[src/sv/ssq_pkg.sv]
// ----------------------------------------------------------------------------
// ssq_pkg
// Shared types, codes and constants of the sixteen-step gate sequencer track.
// ----------------------------------------------------------------------------
package ssq_pkg;

    localparam int NUM_STEPS   = 16;
    localparam int STEP_W      = $clog2(NUM_STEPS);
    localparam int IDX_W       = 4;
    localparam int ELAPSED_W   = 16;
    localparam int MAX_RESULTS = 5;
    localparam int CNT_W       = $clog2(MAX_RESULTS + 1);

    typedef enum logic [1:0] {
        CMD_CLOCK  = 2'd0,
        CMD_SET    = 2'd1,
        CMD_TOGGLE = 2'd2,
        CMD_TICK   = 2'd3
    } t_cmd;

    typedef enum logic [1:0] {
        KIND_MIDI   = 2'd0,
        KIND_PIXEL  = 2'd1,
        KIND_STATUS = 2'd2
    } t_kind;

    typedef enum logic [2:0] {
        REG_MIDI_CHANNEL  = 3'd0,
        REG_MIDI_NOTE     = 3'd1,
        REG_NOTE_VELOCITY = 3'd2,
        REG_GATE_DURATION = 3'd3,
        REG_PIXEL_MAP     = 3'd4
    } t_cfg_reg;

    localparam logic [1:0] COL_ON_IDLE  = 2'd0;
    localparam logic [1:0] COL_ON_HEAD  = 2'd1;
    localparam logic [1:0] COL_OFF_IDLE = 2'd2;
    localparam logic [1:0] COL_OFF_HEAD = 2'd3;

    localparam logic [7:0] NOTE_ON_STATUS  = 8'h90;
    localparam logic [7:0] NOTE_OFF_STATUS = 8'h80;

    localparam logic [4:0]  RST_MIDI_CHANNEL  = 5'd1;
    localparam logic [6:0]  RST_MIDI_NOTE     = 7'd60;
    localparam logic [6:0]  RST_NOTE_VELOCITY = 7'd100;
    localparam logic [15:0] RST_GATE_DURATION = 16'd100;
    localparam logic [63:0] RST_PIXEL_MAP     = 64'hFEDC_BA98_7654_3210;

    typedef struct packed {
        t_kind      kind;
        logic [7:0] midi_byte;
        logic [3:0] pixel_index;
        logic [1:0] pixel_color;
    } t_result;

    // Nibble number step of the map is the pixel that shows that step.
    function automatic logic [3:0] pixel_of(input logic [63:0] map, input logic [3:0] step);
        pixel_of = map[{step, 2'b00} +: 4];
    endfunction

endpackage

[src/sv/step_sequencer_track_midi_gate_unit.sv]
// ----------------------------------------------------------------------------
// step_sequencer_track_midi_gate_unit
// Sixteen-step gate sequencer track with MIDI byte and pixel update output.
// ----------------------------------------------------------------------------
// An accepted item waits in stage 1 until the result line is free; it then commits
// and loads its results: five for a clock item, one each for set, toggle and tick.
// The single result port sends one result per cycle while m_axis_tready is high.
// The pattern memory is read at transfer and written back when the item commits.
// Reset is synchronous, active low; pattern entries read as off until written,
// through per-step valid flags, so no clearing pass is needed.
module step_sequencer_track_midi_gate_unit (
    input  logic        i_clk,
    input  logic        i_rst_n,
    input  logic        s_axis_tvalid,
    output logic        s_axis_tready,
    input  logic [7:0]  s_axis_tdata,   // step_index[3:0], step_value[4]
    input  logic [1:0]  s_axis_tuser,   // cmd[1:0]
    output logic        m_axis_tvalid,
    input  logic        m_axis_tready,
    output logic [23:0] m_axis_tdata,   // midi_byte[7:0], pixel_index[11:8],
                                        // pixel_color[13:12], gate_level[14],
                                        // play_step[18:15]
    output logic [1:0]  m_axis_tuser,   // kind[1:0]
    output logic        m_axis_tlast,   // last_flag
    input  logic        i_cfg_valid,
    output logic        o_cfg_ready,
    input  logic [2:0]  i_cfg_index,
    input  logic [63:0] i_cfg_data
);
    import ssq_pkg::*;

    // Configuration registers
    logic [4:0]  r_midi_channel;
    logic [6:0]  r_midi_note;
    logic [6:0]  r_note_velocity;
    logic [15:0] r_gate_duration;
    logic [63:0] r_pixel_map;

    // Track state
    logic [STEP_W-1:0]    r_playhead,     n_playhead;
    logic                 r_gate_on,      n_gate_on;
    logic [ELAPSED_W-1:0] r_gate_elapsed, n_gate_elapsed;
    logic [NUM_STEPS-1:0] r_valid;

    // Stage 1: item waiting for its pattern read data
    logic             r_s1_valid;
    t_cmd             r_s1_cmd;
    logic [IDX_W-1:0] r_s1_idx;
    logic             r_s1_val;
    logic             r_rd_vld_a, r_rd_vld_b;
    logic             r_rd_hit_a, r_rd_hit_b;
    logic             r_fwd_data;

    // Result shift line
    t_result          r_em_slot [MAX_RESULTS];
    t_result          n_em_slot [MAX_RESULTS];
    logic [CNT_W-1:0] r_em_left, n_em_left;

    logic              in_fire, s1_fire, out_fire, em_free;
    t_cmd              in_cmd;
    logic [STEP_W-1:0] addr_a, addr_b, nxt_step, eff_next;
    logic [0:0]        q_a, q_b;
    logic              pat_a, pat_b, idx_ok, we, wdata;
    logic [STEP_W-1:0] waddr;
    logic [3:0]        nib;
    logic [ELAPSED_W-1:0] elapsed_inc;

    assign o_cfg_ready = 1'b1;

    always_ff @(posedge i_clk) begin
        if (!i_rst_n) begin
            r_midi_channel  <= RST_MIDI_CHANNEL;
            r_midi_note     <= RST_MIDI_NOTE;
            r_note_velocity <= RST_NOTE_VELOCITY;
            r_gate_duration <= RST_GATE_DURATION;
            r_pixel_map     <= RST_PIXEL_MAP;
        end else if (i_cfg_valid && o_cfg_ready) begin
            case (t_cfg_reg'(i_cfg_index))
                REG_MIDI_CHANNEL:  r_midi_channel  <= i_cfg_data[4:0];
                REG_MIDI_NOTE:     r_midi_note     <= i_cfg_data[6:0];
                REG_NOTE_VELOCITY: r_note_velocity <= i_cfg_data[6:0];
                REG_GATE_DURATION: r_gate_duration <= i_cfg_data[15:0];
                REG_PIXEL_MAP:     r_pixel_map     <= i_cfg_data;
                default: ;
            endcase
        end
    end

    // Handshake
    assign out_fire      = m_axis_tvalid && m_axis_tready;
    assign em_free       = (r_em_left == '0) || (out_fire && r_em_left == CNT_W'(1));
    assign s1_fire       = r_s1_valid && em_free;
    assign s_axis_tready = !r_s1_valid || s1_fire;
    assign in_fire       = s_axis_tvalid && s_axis_tready;
    assign in_cmd        = t_cmd'(s_axis_tuser);

    // Stage 1 values with forwarding of a write-back in the read cycle
    assign pat_a    = r_rd_hit_a ? r_fwd_data : (r_rd_vld_a & q_a[0]);
    assign pat_b    = r_rd_hit_b ? r_fwd_data : (r_rd_vld_b & q_b[0]);
    assign idx_ok   = {1'b0, r_s1_idx} < (IDX_W + 1)'(NUM_STEPS);
    assign nxt_step = (r_playhead == STEP_W'(NUM_STEPS - 1)) ? '0 : r_playhead + 1'b1;
    assign nib      = r_midi_channel[3:0] - 4'd1;
    assign elapsed_inc = (r_gate_elapsed == '1) ? r_gate_elapsed : r_gate_elapsed + 1'b1;

    assign we    = s1_fire && idx_ok && (r_s1_cmd == CMD_SET || r_s1_cmd == CMD_TOGGLE);
    assign waddr = r_s1_idx[STEP_W-1:0];
    assign wdata = (r_s1_cmd == CMD_SET) ? r_s1_val : !pat_a;

    always_comb begin
        n_playhead     = r_playhead;
        n_gate_on      = r_gate_on;
        n_gate_elapsed = r_gate_elapsed;
        n_em_left      = r_em_left;
        for (int i = 0; i < MAX_RESULTS; i++) begin
            n_em_slot[i] = r_em_slot[i];
        end
        if (out_fire) begin
            n_em_left = r_em_left - 1'b1;
            for (int i = 0; i < MAX_RESULTS - 1; i++) begin
                n_em_slot[i] = r_em_slot[i + 1];
            end
        end
        if (s1_fire) begin
            n_em_left    = CNT_W'(1);
            n_em_slot[0] = '{kind: KIND_STATUS, midi_byte: '0, pixel_index: '0,
                             pixel_color: '0};
            case (r_s1_cmd)
                CMD_CLOCK: begin
                    n_playhead   = nxt_step;
                    n_em_left    = CNT_W'(MAX_RESULTS);
                    n_em_slot[0] = '{kind: KIND_PIXEL, midi_byte: '0,
                                     pixel_index: pixel_of(r_pixel_map, 4'(r_playhead)),
                                     pixel_color: pat_a ? COL_ON_IDLE : COL_OFF_IDLE};
                    n_em_slot[1] = '{kind: KIND_PIXEL, midi_byte: '0,
                                     pixel_index: pixel_of(r_pixel_map, 4'(nxt_step)),
                                     pixel_color: pat_b ? COL_ON_HEAD : COL_OFF_HEAD};
                    n_em_slot[2] = '{kind: KIND_MIDI,
                                     midi_byte: (pat_b ? NOTE_ON_STATUS : NOTE_OFF_STATUS)
                                                | {4'd0, nib},
                                     pixel_index: '0, pixel_color: '0};
                    n_em_slot[3] = '{kind: KIND_MIDI, midi_byte: {1'b0, r_midi_note},
                                     pixel_index: '0, pixel_color: '0};
                    n_em_slot[4] = '{kind: KIND_MIDI,
                                     midi_byte: pat_b ? {1'b0, r_note_velocity} : 8'd0,
                                     pixel_index: '0, pixel_color: '0};
                    n_gate_on = pat_b;
                    if (pat_b) begin
                        n_gate_elapsed = '0;
                    end
                end
                CMD_TOGGLE: begin
                    if (idx_ok) begin
                        n_em_slot[0] = '{kind: KIND_PIXEL, midi_byte: '0,
                                         pixel_index: pixel_of(r_pixel_map, r_s1_idx),
                                         pixel_color: wdata ? COL_ON_IDLE : COL_OFF_IDLE};
                    end
                end
                CMD_TICK: begin
                    n_gate_elapsed = elapsed_inc;
                    if (r_gate_on && elapsed_inc > r_gate_duration) begin
                        n_gate_on = 1'b0;
                    end
                end
                default: ;
            endcase
        end
    end

    // A new item reads with the playhead that the committing item leaves behind.
    assign eff_next = (n_playhead == STEP_W'(NUM_STEPS - 1)) ? '0 : n_playhead + 1'b1;
    assign addr_a   = (in_cmd == CMD_CLOCK) ? n_playhead : s_axis_tdata[STEP_W-1:0];
    assign addr_b   = (in_cmd == CMD_CLOCK) ? eff_next : s_axis_tdata[STEP_W-1:0];

    // Two copies of the pattern give the two reads that a clock item needs.
    ssq_ram #(.WIDTH(1), .DEPTH(NUM_STEPS)) u_ram_a (
        .i_clk   (i_clk),
        .i_we    (we),
        .i_waddr (waddr),
        .i_wdata (wdata),
        .i_re    (in_fire),
        .i_raddr (addr_a),
        .o_rdata (q_a)
    );

    ssq_ram #(.WIDTH(1), .DEPTH(NUM_STEPS)) u_ram_b (
        .i_clk   (i_clk),
        .i_we    (we),
        .i_waddr (waddr),
        .i_wdata (wdata),
        .i_re    (in_fire),
        .i_raddr (addr_b),
        .o_rdata (q_b)
    );

    always_ff @(posedge i_clk) begin
        if (!i_rst_n) begin
            r_playhead     <= '0;
            r_gate_on      <= 1'b0;
            r_gate_elapsed <= '0;
            r_valid        <= '0;
            r_s1_valid     <= 1'b0;
            r_em_left      <= '0;
        end else begin
            r_playhead     <= n_playhead;
            r_gate_on      <= n_gate_on;
            r_gate_elapsed <= n_gate_elapsed;
            r_em_left      <= n_em_left;
            if (we) begin
                r_valid[waddr] <= 1'b1;
            end
            if (in_fire) begin
                r_s1_valid <= 1'b1;
            end else if (s1_fire) begin
                r_s1_valid <= 1'b0;
            end
        end
    end

    always_ff @(posedge i_clk) begin
        for (int i = 0; i < MAX_RESULTS; i++) begin
            r_em_slot[i] <= n_em_slot[i];
        end
        if (in_fire) begin
            r_s1_cmd   <= in_cmd;
            r_s1_idx   <= s_axis_tdata[IDX_W-1:0];
            r_s1_val   <= s_axis_tdata[IDX_W];
            r_rd_vld_a <= r_valid[addr_a];
            r_rd_vld_b <= r_valid[addr_b];
            r_rd_hit_a <= we && (waddr == addr_a);
            r_rd_hit_b <= we && (waddr == addr_b);
            r_fwd_data <= wdata;
        end
    end

    // Gate and playhead only change when the next item commits, after the
    // last result of this one has been transferred.
    assign m_axis_tvalid = (r_em_left != '0);
    assign m_axis_tlast  = (r_em_left == CNT_W'(1));
    assign m_axis_tuser  = r_em_slot[0].kind;
    assign m_axis_tdata  = {5'd0, 4'(r_playhead), r_gate_on, r_em_slot[0].pixel_color,
                            r_em_slot[0].pixel_index, r_em_slot[0].midi_byte};

`ifndef NO_ASSERTIONS
    a_clock_loads_five: assert property (@(posedge i_clk) disable iff (!i_rst_n)
        (s1_fire && r_s1_cmd == CMD_CLOCK) |=> (r_em_left == CNT_W'(MAX_RESULTS)))
        else $error("clock item did not load five results");

    a_other_loads_one: assert property (@(posedge i_clk) disable iff (!i_rst_n)
        (s1_fire && r_s1_cmd != CMD_CLOCK) |=> (r_em_left == CNT_W'(1)))
        else $error("non-clock item did not load one result");

    a_stage_holds: assert property (@(posedge i_clk) disable iff (!i_rst_n)
        (r_s1_valid && !s1_fire) |=> (r_s1_valid && $stable(r_s1_cmd) && $stable(r_s1_idx)))
        else $error("waiting item lost or changed");

    a_playhead_range: assert property (@(posedge i_clk) disable iff (!i_rst_n)
        ({1'b0, r_playhead} < (STEP_W + 1)'(NUM_STEPS)))
        else $error("playhead out of range");

    a_state_frozen: assert property (@(posedge i_clk) disable iff (!i_rst_n)
        (!s1_fire) |=> ($stable(r_playhead) && $stable(r_gate_on)))
        else $error("track state changed without a commit");
`endif

endmodule

[src/sv/ssq_ram.sv]
// ----------------------------------------------------------------------------
// ssq_ram
// Generic single-port-write, single-port-read RAM with a registered read.
// ----------------------------------------------------------------------------
module ssq_ram #(
    parameter int  WIDTH  = 1,
    parameter int  DEPTH  = 16,
    localparam int ADDR_W = $clog2(DEPTH)
) (
    input  logic              i_clk,
    input  logic              i_we,
    input  logic [ADDR_W-1:0] i_waddr,
    input  logic [WIDTH-1:0]  i_wdata,
    input  logic              i_re,
    input  logic [ADDR_W-1:0] i_raddr,
    output logic [WIDTH-1:0]  o_rdata
);

    logic [WIDTH-1:0] mem [DEPTH];

    always_ff @(posedge i_clk) begin
        if (i_we) begin
            mem[i_waddr] <= i_wdata;
        end
        if (i_re) begin
            o_rdata <= mem[i_raddr];
        end
    end

endmodule

[config.mk]
export PLATFORM = sky130hd
export DESIGN_NAME = step_sequencer_track_midi_gate_unit
export DESIGN_NICKNAME = d
export VERILOG_FILES = /design/src/sv/ssq_pkg.sv /design/src/sv/step_sequencer_track_midi_gate_unit.sv /design/src/sv/ssq_ram.sv
export SDC_FILE = /design/constraint.sdc
export NUM_CORES = 1
export LEC_CHECK = 0
export BUFFER_PORTS_ARGS = -buffer_cell sky130_fd_sc_hd__clkbuf_2
export CELL_PAD_IN_SITES_DETAIL_PLACEMENT = 0
export CELL_PAD_IN_SITES_GLOBAL_PLACEMENT = 1
export CORE_MARGIN = 1
export CORE_UTILIZATION = 46
export CTS_CLUSTER_SIZE = 14
export DETAILED_ROUTE_END_ITERATION = 12
export PLACE_DENSITY = 0.84
export SETUP_SLACK_MARGIN = 0.2
export SKIP_CTS_REPAIR_TIMING = 1
export SKIP_LAST_GASP = 1
export SYNTH_ARGS = -nofsm -noshare
export SYNTH_HDL_FRONTEND = slang
export SYNTH_SLANG_ARGS = --single-unit
export TNS_END_PERCENT = 1
[constraint.sdc]
create_clock -name i_clk -period 4.4 [get_ports i_clk]
set_input_delay 0.88 -clock i_clk [delete_from_list [all_inputs] [get_ports i_clk]]
set_output_delay 0.88 -clock i_clk [all_outputs]
set_load 0.05 [all_outputs]
After elaboration in Yosys (flattened, before gate mapping)
Memory sizes are Yosys's and may differ from the RTL's. A register that Yosys moved wholly into a read port is not among the register bits.
Cells that the tools add are included.
{"block": "word_totals", "ff_bits": 151, "mem_count": 3, "input_bits": 82, "ram_bits": 112, "wordCells": 119}
{"name": "r_em_slot", "words": 5, "word_bits": 16, "read_ports": 5, "rd_clocked_by_memory_dff": 0, "wr": 5, "line": "step_sequencer_track_midi_gate_unit.sv:55", "source": "t_result r_em_slot [MAX_RESULTS];"}
{"name": "u_ram_a.mem", "words": 16, "word_bits": 1, "read_ports": 1, "rd_clocked_by_memory_dff": 1, "wr": 1, "line": "ssq_ram.sv:19", "source": "logic [WIDTH-1:0] mem [DEPTH];"}
{"name": "u_ram_b.mem", "words": 16, "word_bits": 1, "read_ports": 1, "rd_clocked_by_memory_dff": 1, "wr": 1, "line": "ssq_ram.sv:19"}
{"block": "op_classes", "addsub": 5, "order_cmp": 5, "eq_ne": 15, "n_bitwise": 4, "mux": 36, "shifts": 3, "n_reduce_logical": 29}
{"cell": "64-bit by 7-bit indexed part select with 4-bit output", "n": 3}
{"cell": "64-bit two-way mux", "n": 2}
{"cell": "80-bit two-way mux", "n": 1}
{"cell": "16-bit case mux with 2 select lines", "n": 2}
{"cell": "16-bit two-way mux", "n": 2}
{"cell": "4-bit two-way mux", "n": 6}
{"cell": "16-bit by 1-bit adder with 16-bit output (second input constant)", "n": 1}
{"cell": "16-bit equality test (second input constant)", "n": 1}
{"cell": "16-bit > comparator", "n": 1}
{"cell": "16-bit bitwise OR", "n": 1}
{"cell": "4-bit by 5-bit < comparator with 1-bit output (second input constant)", "n": 3}
{"cell": "1-bit two-way mux", "n": 11}
{"cell": "2-bit AND reduction", "n": 5}
{"cell": "1-bit logical AND", "n": 9}
{"cell": "3-bit two-way mux", "n": 3}
{"cell": "4-bit by 1-bit adder with 4-bit output (second input constant)", "n": 2}
{"cell": "1-bit binary-select mux with 4-bit select", "n": 2}
{"cell": "4-bit equality test", "n": 2}
{"cell": "4-bit equality test (second input constant)", "n": 2}
{"cell": "8-bit by 4-bit bitwise OR with 8-bit output", "n": 1}
{"cell": "7-bit two-way mux", "n": 1}
{"cell": "3-bit by 1-bit equality test with 1-bit output (second input constant)", "n": 2}
{"cell": "3-bit by 2-bit equality test with 1-bit output (second input constant)", "n": 2}
{"cell": "3-bit logical NOT", "n": 2}
{"cell": "18 further kinds", "n": 30}

Longest topological paths before layout
{"block": "logic_depth", "word_depth": 11, "depth_mapped": 14, "depth_no_buf": 13}

Modules after synthesis
From an unflattened synthesis, not the netlist that was laid out.
{"block": "hier_totals", "hier_cells": 1375, "area_unflattened_um2": 12331.8}
{"module": "step_sequencer_track_midi_gate_unit", "instances": 1, "cells_per_inst": 1281, "area_per_inst_um2": 10820.4, "seq_area_each_um2": 4704.5}
{"module": "ssq_ram", "instances": 2, "cells_per_inst": 47, "area_per_inst_um2": 755.7, "seq_area_each_um2": 510.5}

Least setup slack after synthesis
Ideal clock, no wire load.
{"block": "synth_timing", "path_type": "input to register", "startpoint": "in m_axis_tready", "endpoint": "reg r_rd_vld_b, data pin", "setup_slack_ps": 671, "t_required_ps": 4130, "arrival_time_ps": 3459, "setup_time_ps": 270, "stages": 10, "path_cell_list": "a21oi_2 -> or3_4 -> clkinv_4 -> mux2i_2 -> inv_1 -> ha_1 -> mux2i_1 -> mux4_1 -> mux2i_1 -> mux2i_1"}
{"block": "synth_between", "elab_chain_len": 10}
{"element": "start: declaration", "line": "step_sequencer_track_midi_gate_unit.sv:19", "source": "input logic m_axis_tready,"}
{"element": "1-bit logical AND *", "line": "step_sequencer_track_midi_gate_unit.sv:90", "source": "assign out_fire = m_axis_tvalid && m_axis_tready;"}
{"element": "1-bit logical AND *", "line": "step_sequencer_track_midi_gate_unit.sv:91", "source": "assign em_free = (r_em_left == '0) || (out_fire && r_em_left == CNT_W'(1));"}
{"element": "1-bit logical OR *", "line": "step_sequencer_track_midi_gate_unit.sv:91"}
{"element": "1-bit logical AND *", "line": "step_sequencer_track_midi_gate_unit.sv:92", "source": "assign s1_fire = r_s1_valid && em_free;"}
{"element": "4-bit two-way mux *", "line": "step_sequencer_track_midi_gate_unit.sv:123", "source": "if (s1_fire) begin"}
{"element": "net n_playhead[0]", "line": "step_sequencer_track_midi_gate_unit.sv:40", "source": "logic [STEP_W-1:0] r_playhead, n_playhead;"}
{"element": "4-bit by 1-bit adder with 4-bit output or 4-bit equality test (tied branches)", "line": "step_sequencer_track_midi_gate_unit.sv:170", "source": "assign eff_next = (n_playhead == STEP_W'(NUM_STEPS - 1)) ? '0 : n_playhead + 1'b1;"}
{"element": "4-bit two-way mux *", "line": "step_sequencer_track_midi_gate_unit.sv:170"}
{"element": "4-bit two-way mux *", "line": "step_sequencer_track_midi_gate_unit.sv:172", "source": "assign addr_b = (in_cmd == CMD_CLOCK) ? eff_next : s_axis_tdata[STEP_W-1:0];"}
{"element": "1-bit binary-select mux with 4-bit select *", "line": "step_sequencer_track_midi_gate_unit.sv:228", "source": "r_rd_vld_b <= r_valid[addr_b];"}
{"element": "1-bit two-way mux (implied by the code) *", "line": "step_sequencer_track_midi_gate_unit.sv:228"}
{"element": "end signal: assignment", "line": "step_sequencer_track_midi_gate_unit.sv:228"}
{"element": "end: declaration", "line": "step_sequencer_track_midi_gate_unit.sv:50", "source": "logic r_rd_vld_a, r_rd_vld_b;"}
Mark *: on every way through the listed nets, which the timed path passes. The rest lies on a longest branch. The select of a mux whose other input is x is not followed.
A chain may end at the register's enable or synchronous reset.

Final worst setup path
{"block": "layout_timing", "startpoint": "reg r_s1_cmd[1]", "endpoint": "reg r_rd_vld_b, data pin"}
{"block": "layout_between", "elab_chain_len": 8}
{"element": "start: declaration", "line": "step_sequencer_track_midi_gate_unit.sv:47", "source": "t_cmd r_s1_cmd;"}
{"element": "start signal: assignment", "line": "step_sequencer_track_midi_gate_unit.sv:224", "source": "r_s1_cmd <= in_cmd;"}
{"element": "2-bit logical NOT *", "line": "step_sequencer_track_midi_gate_unit.sv:127", "source": "case (r_s1_cmd)"}
{"element": "4-bit two-way mux *", "line": "step_sequencer_track_midi_gate_unit.sv:127"}
{"element": "4-bit two-way mux *", "line": "step_sequencer_track_midi_gate_unit.sv:123"}
{"element": "net n_playhead[0]", "line": "step_sequencer_track_midi_gate_unit.sv:40"}
{"element": "4-bit by 1-bit adder with 4-bit output or 4-bit equality test (tied branches)", "line": "step_sequencer_track_midi_gate_unit.sv:170"}
{"element": "4-bit two-way mux *", "line": "step_sequencer_track_midi_gate_unit.sv:170"}
{"element": "4-bit two-way mux *", "line": "step_sequencer_track_midi_gate_unit.sv:172"}
{"element": "1-bit binary-select mux with 4-bit select *", "line": "step_sequencer_track_midi_gate_unit.sv:228"}
{"element": "1-bit two-way mux (implied by the code) *", "line": "step_sequencer_track_midi_gate_unit.sv:228"}
Marks and branches as above.

==> metrics.txt <==
# TYPE chip_impl_metric gauge
chip_impl_metric{name="final.period_utilization",unit="%"} 84.8
chip_impl_metric{name="switching_part_of_the_total_power",unit="%"} 32.8
chip_impl_metric{name="clk_sinks",unit=""} 240
chip_impl_metric{name="gp_routability_congestion",unit=""} 0.831
chip_impl_metric{name="dr.pass1.iters",unit=""} 4
chip_impl_metric{name="fp.coreArea",unit="sq um"} 24500
chip_impl_metric{name="power_frac_clock",unit="%"} 33.2
chip_impl_metric{name="port_buffers",unit=""} 102
chip_impl_metric{name="synth.distinct_cells",unit=""} 61
chip_impl_metric{name="clock_skew",unit="ps"} 16.0
chip_impl_info{name="worst_path_dominant_cell_family",value="multiplexers"} 1
chip_impl_metric{name="stdcell_area",unit="sq um"} 13100
chip_impl_metric{name="total_power",unit="mW"} 6.36
chip_impl_metric{name="async_reset_ff_share",unit="%"} 0
chip_impl_metric{name="grt_first_pass_wirelength",unit="um"} 44000
chip_impl_metric{name="clk_transition_reported_paths",unit="ps"} 60
chip_impl_info{name="slowest_library_cell_on_the_worst_path",value="sky130_fd_sc_hd__mux4_1"} 1
chip_impl_metric{name="final_count_of_hold_timing_violations",unit=""} 0
chip_impl_metric{name="effective_utilization_at_floorplan",unit="%"} 47.4
chip_impl_metric{name="boundaryPins",unit=""} 112
chip_impl_info{name="tritoncts",value="done"} 1
chip_impl_metric{name="critical-path-max-stage-delay",unit="ps"} 650
chip_impl_metric{name="report.final.setup_viol",unit=""} 0
chip_impl_metric{name="worst-endpoint-required",unit="ps"} 4660
chip_impl_metric{name="detailed_place.area",unit="sq um"} 12300
chip_impl_metric{name="avgViaCountPerCell",unit=""} 5.43
chip_impl_metric{name="synth.cell_area",unit="sq um"} 11600
chip_impl_info{name="setup.worst_path.class",value="reg -> reg"} 1
chip_impl_metric{name="remaining_drc_errors",unit=""} 0
chip_impl_metric{name="cellLeakagePower",unit="nW"} 5.39
chip_impl_metric{name="power.ir.vdd_worst",unit="V"} 0.000681
chip_impl_metric{name="drive_gt1_share",unit="%"} 16.4
chip_impl_metric{name="power_density",unit="nW/um^2"} 485
chip_impl_metric{name="path_buf_inv",unit=""} 4
chip_impl_metric{name="seq_power_share",unit="%"} 42.5
chip_impl_metric{name="globalRouteTotalUtil",unit="%"} 21.1
chip_impl_metric{name="synthesis_to_layout_area_growth",unit="%"} 12.8
chip_impl_metric{name="synth.yosys.warnings",unit=""} 0
chip_impl_info{name="synth_top_flop_cell",value="sky130_fd_sc_hd__dfxtp_1"} 1
chip_impl_metric{name="setup_slack_after_layout",unit="ps"} 670
chip_impl_metric{name="cts_made_buffers",unit=""} 26
chip_impl_metric{name="power.net_switching",unit="mW"} 2.09
chip_impl_metric{name="detailroute.via_count",unit=""} 8908
chip_impl_metric{name="finish.net_count",unit=""} 1407
chip_impl_info{name="min_path_type",value="reg -> reg"} 1
chip_impl_metric{name="p_int",unit="mW"} 4.27
chip_impl_metric{name="die_area",unit="sq um"} 25900
chip_impl_info{name="worstPathCellList",value="inv_1 > ha_1 > nand2_1 > or3_4 > clkinv_4 > mux2i_2 > buf_4 > inv_1 > ha_1 > nand3_2 > a31oi_4 > mux4_1 > mux2i_1 > mux2i_1"} 1
chip_impl_metric{name="dp_worst_setup_slack",unit="ps"} 540
chip_impl_metric{name="mean_routed_wirelength_per_cell",unit="um"} 16.6
chip_impl_info{name="cts_root_buf",value="sky130_fd_sc_hd__clkbuf_16"} 1
chip_impl_metric{name="grt_antenna_before_repair",unit=""} 0
chip_impl_metric{name="postRouteWirelength",unit="um"} 27200
chip_impl_metric{name="edff_count_synth",unit=""} 44
chip_impl_info{name="setup.worst_path.end_class",value="register"} 1
chip_impl_metric{name="critPathMaxFanout",unit=""} 12
chip_impl_metric{name="number_of_nets_with_antenna_violations_after_routing",unit=""} 0
chip_impl_metric{name="combPwrFrac",unit="%"} 24.3
chip_impl_metric{name="fillerInstances",unit=""} 2285
chip_impl_metric{name="slew_violations",unit=""} 0
chip_impl_metric{name="timing_worst_slew_pin_value",unit="ps"} 1150
chip_impl_info{name="startpoint_type",value="register"} 1
chip_impl_metric{name="grt_start_max_net_pins",unit=""} 65
chip_impl_metric{name="fmax",unit="MHz"} 268
chip_impl_metric{name="multi_input_combinational_cell_area",unit="sq um"} 5840
chip_impl_metric{name="vias_in_the_first_global_route",unit=""} 8522
chip_impl_metric{name="synthesis.instances",unit=""} 1240
chip_impl_metric{name="worst-endpoint-arrival",unit="ps"} 3990
chip_impl_metric{name="clk_path_buf_depth",unit=""} 3
chip_impl_metric{name="insertedDiodeCount",unit=""} 0
chip_impl_metric{name="max-slew-margin-rel",unit="%"} 22.8
chip_impl_metric{name="global_route.overflow_total",unit=""} 0
chip_impl_metric{name="initialDrtViolationCount",unit=""} 685
chip_impl_metric{name="synth-seq-cells",unit=""} 240
chip_impl_metric{name="setup-tns-final",unit="ps"} 0
chip_impl_info{name="rsz0062_at_grt",value="false"} 1
chip_impl_metric{name="final_util",unit="%"} 53.4
chip_impl_metric{name="die_extent_in_y",unit="um"} 161
chip_impl_metric{name="cts_max_level",unit=""} 1
chip_impl_metric{name="clk_latency",unit="ps"} 540
chip_impl_metric{name="seq_area",unit="sq um"} 5250
chip_impl_metric{name="die-width",unit="um"} 161
chip_impl_metric{name="placement_rows",unit=""} 57
chip_impl_metric{name="yosysSeqAreaShare",unit="%"} 45.1
chip_impl_metric{name="max-cap-violations",unit=""} 0
chip_impl_metric{name="final_period_minus_worst_setup_slack",unit="ps"} 3730
chip_impl_metric{name="mean_instance_size_in_the_synthesized_netlist",unit="sq um"} 9.37
chip_impl_metric{name="dpl.hpwl",unit="um"} 18600
chip_impl_info{name="run_status",value="complete, no violations"} 1
==> cells in the final DEF (no fill, tap or decap), types with 11 or more instances in the layout <==
cell type and instances:
sky130_fd_sc_hd__a21oi_1 61, sky130_fd_sc_hd__nand2_1 309, sky130_fd_sc_hd__buf_4 22, sky130_fd_sc_hd__o21a_1 17, sky130_fd_sc_hd__nor2b_1 44, sky130_fd_sc_hd__xnor2_1 14
sky130_fd_sc_hd__a31oi_1 20, sky130_fd_sc_hd__ha_1 27, sky130_fd_sc_hd__nor3_1 12, sky130_fd_sc_hd__nand3_1 52, sky130_fd_sc_hd__mux4_1 11, sky130_fd_sc_hd__mux2i_1 40
sky130_fd_sc_hd__dfxtp_1 196, sky130_fd_sc_hd__clkbuf_2 101, sky130_fd_sc_hd__mux4_2 31, sky130_fd_sc_hd__a211oi_1 14, sky130_fd_sc_hd__o21ai_0 11, sky130_fd_sc_hd__a22oi_1 11
sky130_fd_sc_hd__inv_1 28, sky130_fd_sc_hd__clkbuf_16 26, sky130_fd_sc_hd__and3_1 15, sky130_fd_sc_hd__nor2_1 49, sky130_fd_sc_hd__edfxtp_1 44, sky130_fd_sc_hd__a21boi_0 52
==> metrics by stage <==
stage / instances / hold WS (ps)
2_1_floorplan: 1244 / 424
3_3_place_gp: 1594 / 437
3_5_place_dp: 1594 / 439
4_1_cts: 1641 / 449
5_1_grt: 1641 / 458
6_report: 1641 / 448
==> cells by family after synthesis <==
kind of cell,Yosys count,share of synthesized area [%]
and+or+nand+nor,517,19.8
other,2,0.0646
adders and majority gates,27,2.91
xor gates and xnor gates,24,1.87
AOI/OAI and AO/OA,216,12.7
muxes,88,12.6
buffers and inverters,126,4.99
DFF,240,45.1
==> power by group through the flow <==
stage                     Sequential [mW]  Combinational (mW)  Clock [mW]
after floorplan                      2.70                1.28           0
after global placement               2.74                1.53           0
after detailed placement             2.75                1.55           0
after CTS                            2.71                1.56        2.15
after global routing                 2.74                1.69        2.23
final                                2.71                1.54        2.11
==> synth_stat cells, types with 4 or more instances <==
library cell	number	area [sq um]
sky130_fd_sc_hd__dfxtp_1	196	3920
sky130_fd_sc_hd__a22oi_1	11	82.6
sky130_fd_sc_hd__a31oi_1	21	131
sky130_fd_sc_hd__nand3_1	53	265
sky130_fd_sc_hd__buf_4	23	173
sky130_fd_sc_hd__mux2i_1	43	430
sky130_fd_sc_hd__xor2_1	9	78.8
sky130_fd_sc_hd__o21a_1	17	128
sky130_fd_sc_hd__nand2b_1	7	43.8
sky130_fd_sc_hd__mux4_2	31	698
sky130_fd_sc_hd__o21ai_0	11	55.1
sky130_fd_sc_hd__mux4_1	11	289
sky130_fd_sc_hd__a21o_1	9	67.6
sky130_fd_sc_hd__and3_1	16	100
sky130_fd_sc_hd__nor3_1	12	60.1
sky130_fd_sc_hd__edfxtp_1	44	1320
sky130_fd_sc_hd__a21oi_1	61	305
sky130_fd_sc_hd__inv_1	28	105
sky130_fd_sc_hd__ha_1	27	338
sky130_fd_sc_hd__nand2_1	310	1160
sky130_fd_sc_hd__xnor2_1	14	123
sky130_fd_sc_hd__a21boi_0	52	390
sky130_fd_sc_hd__buf_2	6	30.0
sky130_fd_sc_hd__clkbuf_1	64	240
sky130_fd_sc_hd__and2_1	9	56.3
sky130_fd_sc_hd__nor2_1	49	184
sky130_fd_sc_hd__a211oi_1	14	105
sky130_fd_sc_hd__nand4_1	5	31.3
sky130_fd_sc_hd__a22o_1	4	35.0
sky130_fd_sc_hd__nor2b_1	44	275
sky130_fd_sc_hd__o211ai_1	5	37.5
==> path summary, 6_finish.rpt <==
kind                                                from                        to  slack (ps)  depth (start not counted)
worst max-delay path               r_s1_cmd[1]$_DFFE_PP_      r_rd_vld_b$_DFFE_PP_         670                         14
worst min-delay path            r_em_slot[0][52]$_DFF_P_  r_em_slot[0][36]$_DFF_P_         450                          2
worst max register to register     r_s1_cmd[1]$_DFFE_PP_      r_rd_vld_b$_DFFE_PP_         670                         14
worst min register to register  r_em_slot[0][52]$_DFF_P_  r_em_slot[0][36]$_DFF_P_         450                          2
==> sequential cells by signal (all words and copies together) (netlist names), 2 cells and up <==
signal / count
r_pixel_map: 64
r_em_slot: 71
r_gate_elapsed: 16
u_ram_b.mem: 13
r_s1_idx: 4
r_midi_note: 7
r_em_left: 3
r_note_velocity: 7
r_midi_channel: 4
r_s1_cmd: 2
r_valid: 16
u_ram_a.mem: 3
r_playhead: 4
r_gate_duration: 16
==> tightest hold or removal path: stages, from the launching register on <==
cell and delay [ps]:
sky130_fd_sc_hd__dfxtp_1 300, sky130_fd_sc_hd__nand2_1 50, sky130_fd_sc_hd__a21oi_1 50
==> metal layers <==
metal / vias up / GRT usage (%) / share of wire (%)
met2: 215 / 33.6 / 46
li1: 4393 / - / -
met1: 4247 / 29.8 / 47
met3: 53 / 2.71 / 4.7
met5: - / 0 / 0
met4: 0 / 6.65 / 2.5
==> final cells by class <==
type / count / area share [%]
Inverter: 29 / 0.869
Clock inverter: 10 / 0.687
Tap cell: 324 / 3.09
Multi-Input combinational cell: 878 / 44.5
Sequential cell: 240 / 40.0
Timing Repair Buffer: 123 / 5.12
Clock buffer: 37 / 5.66
Power figures use the tool's default switching activity.
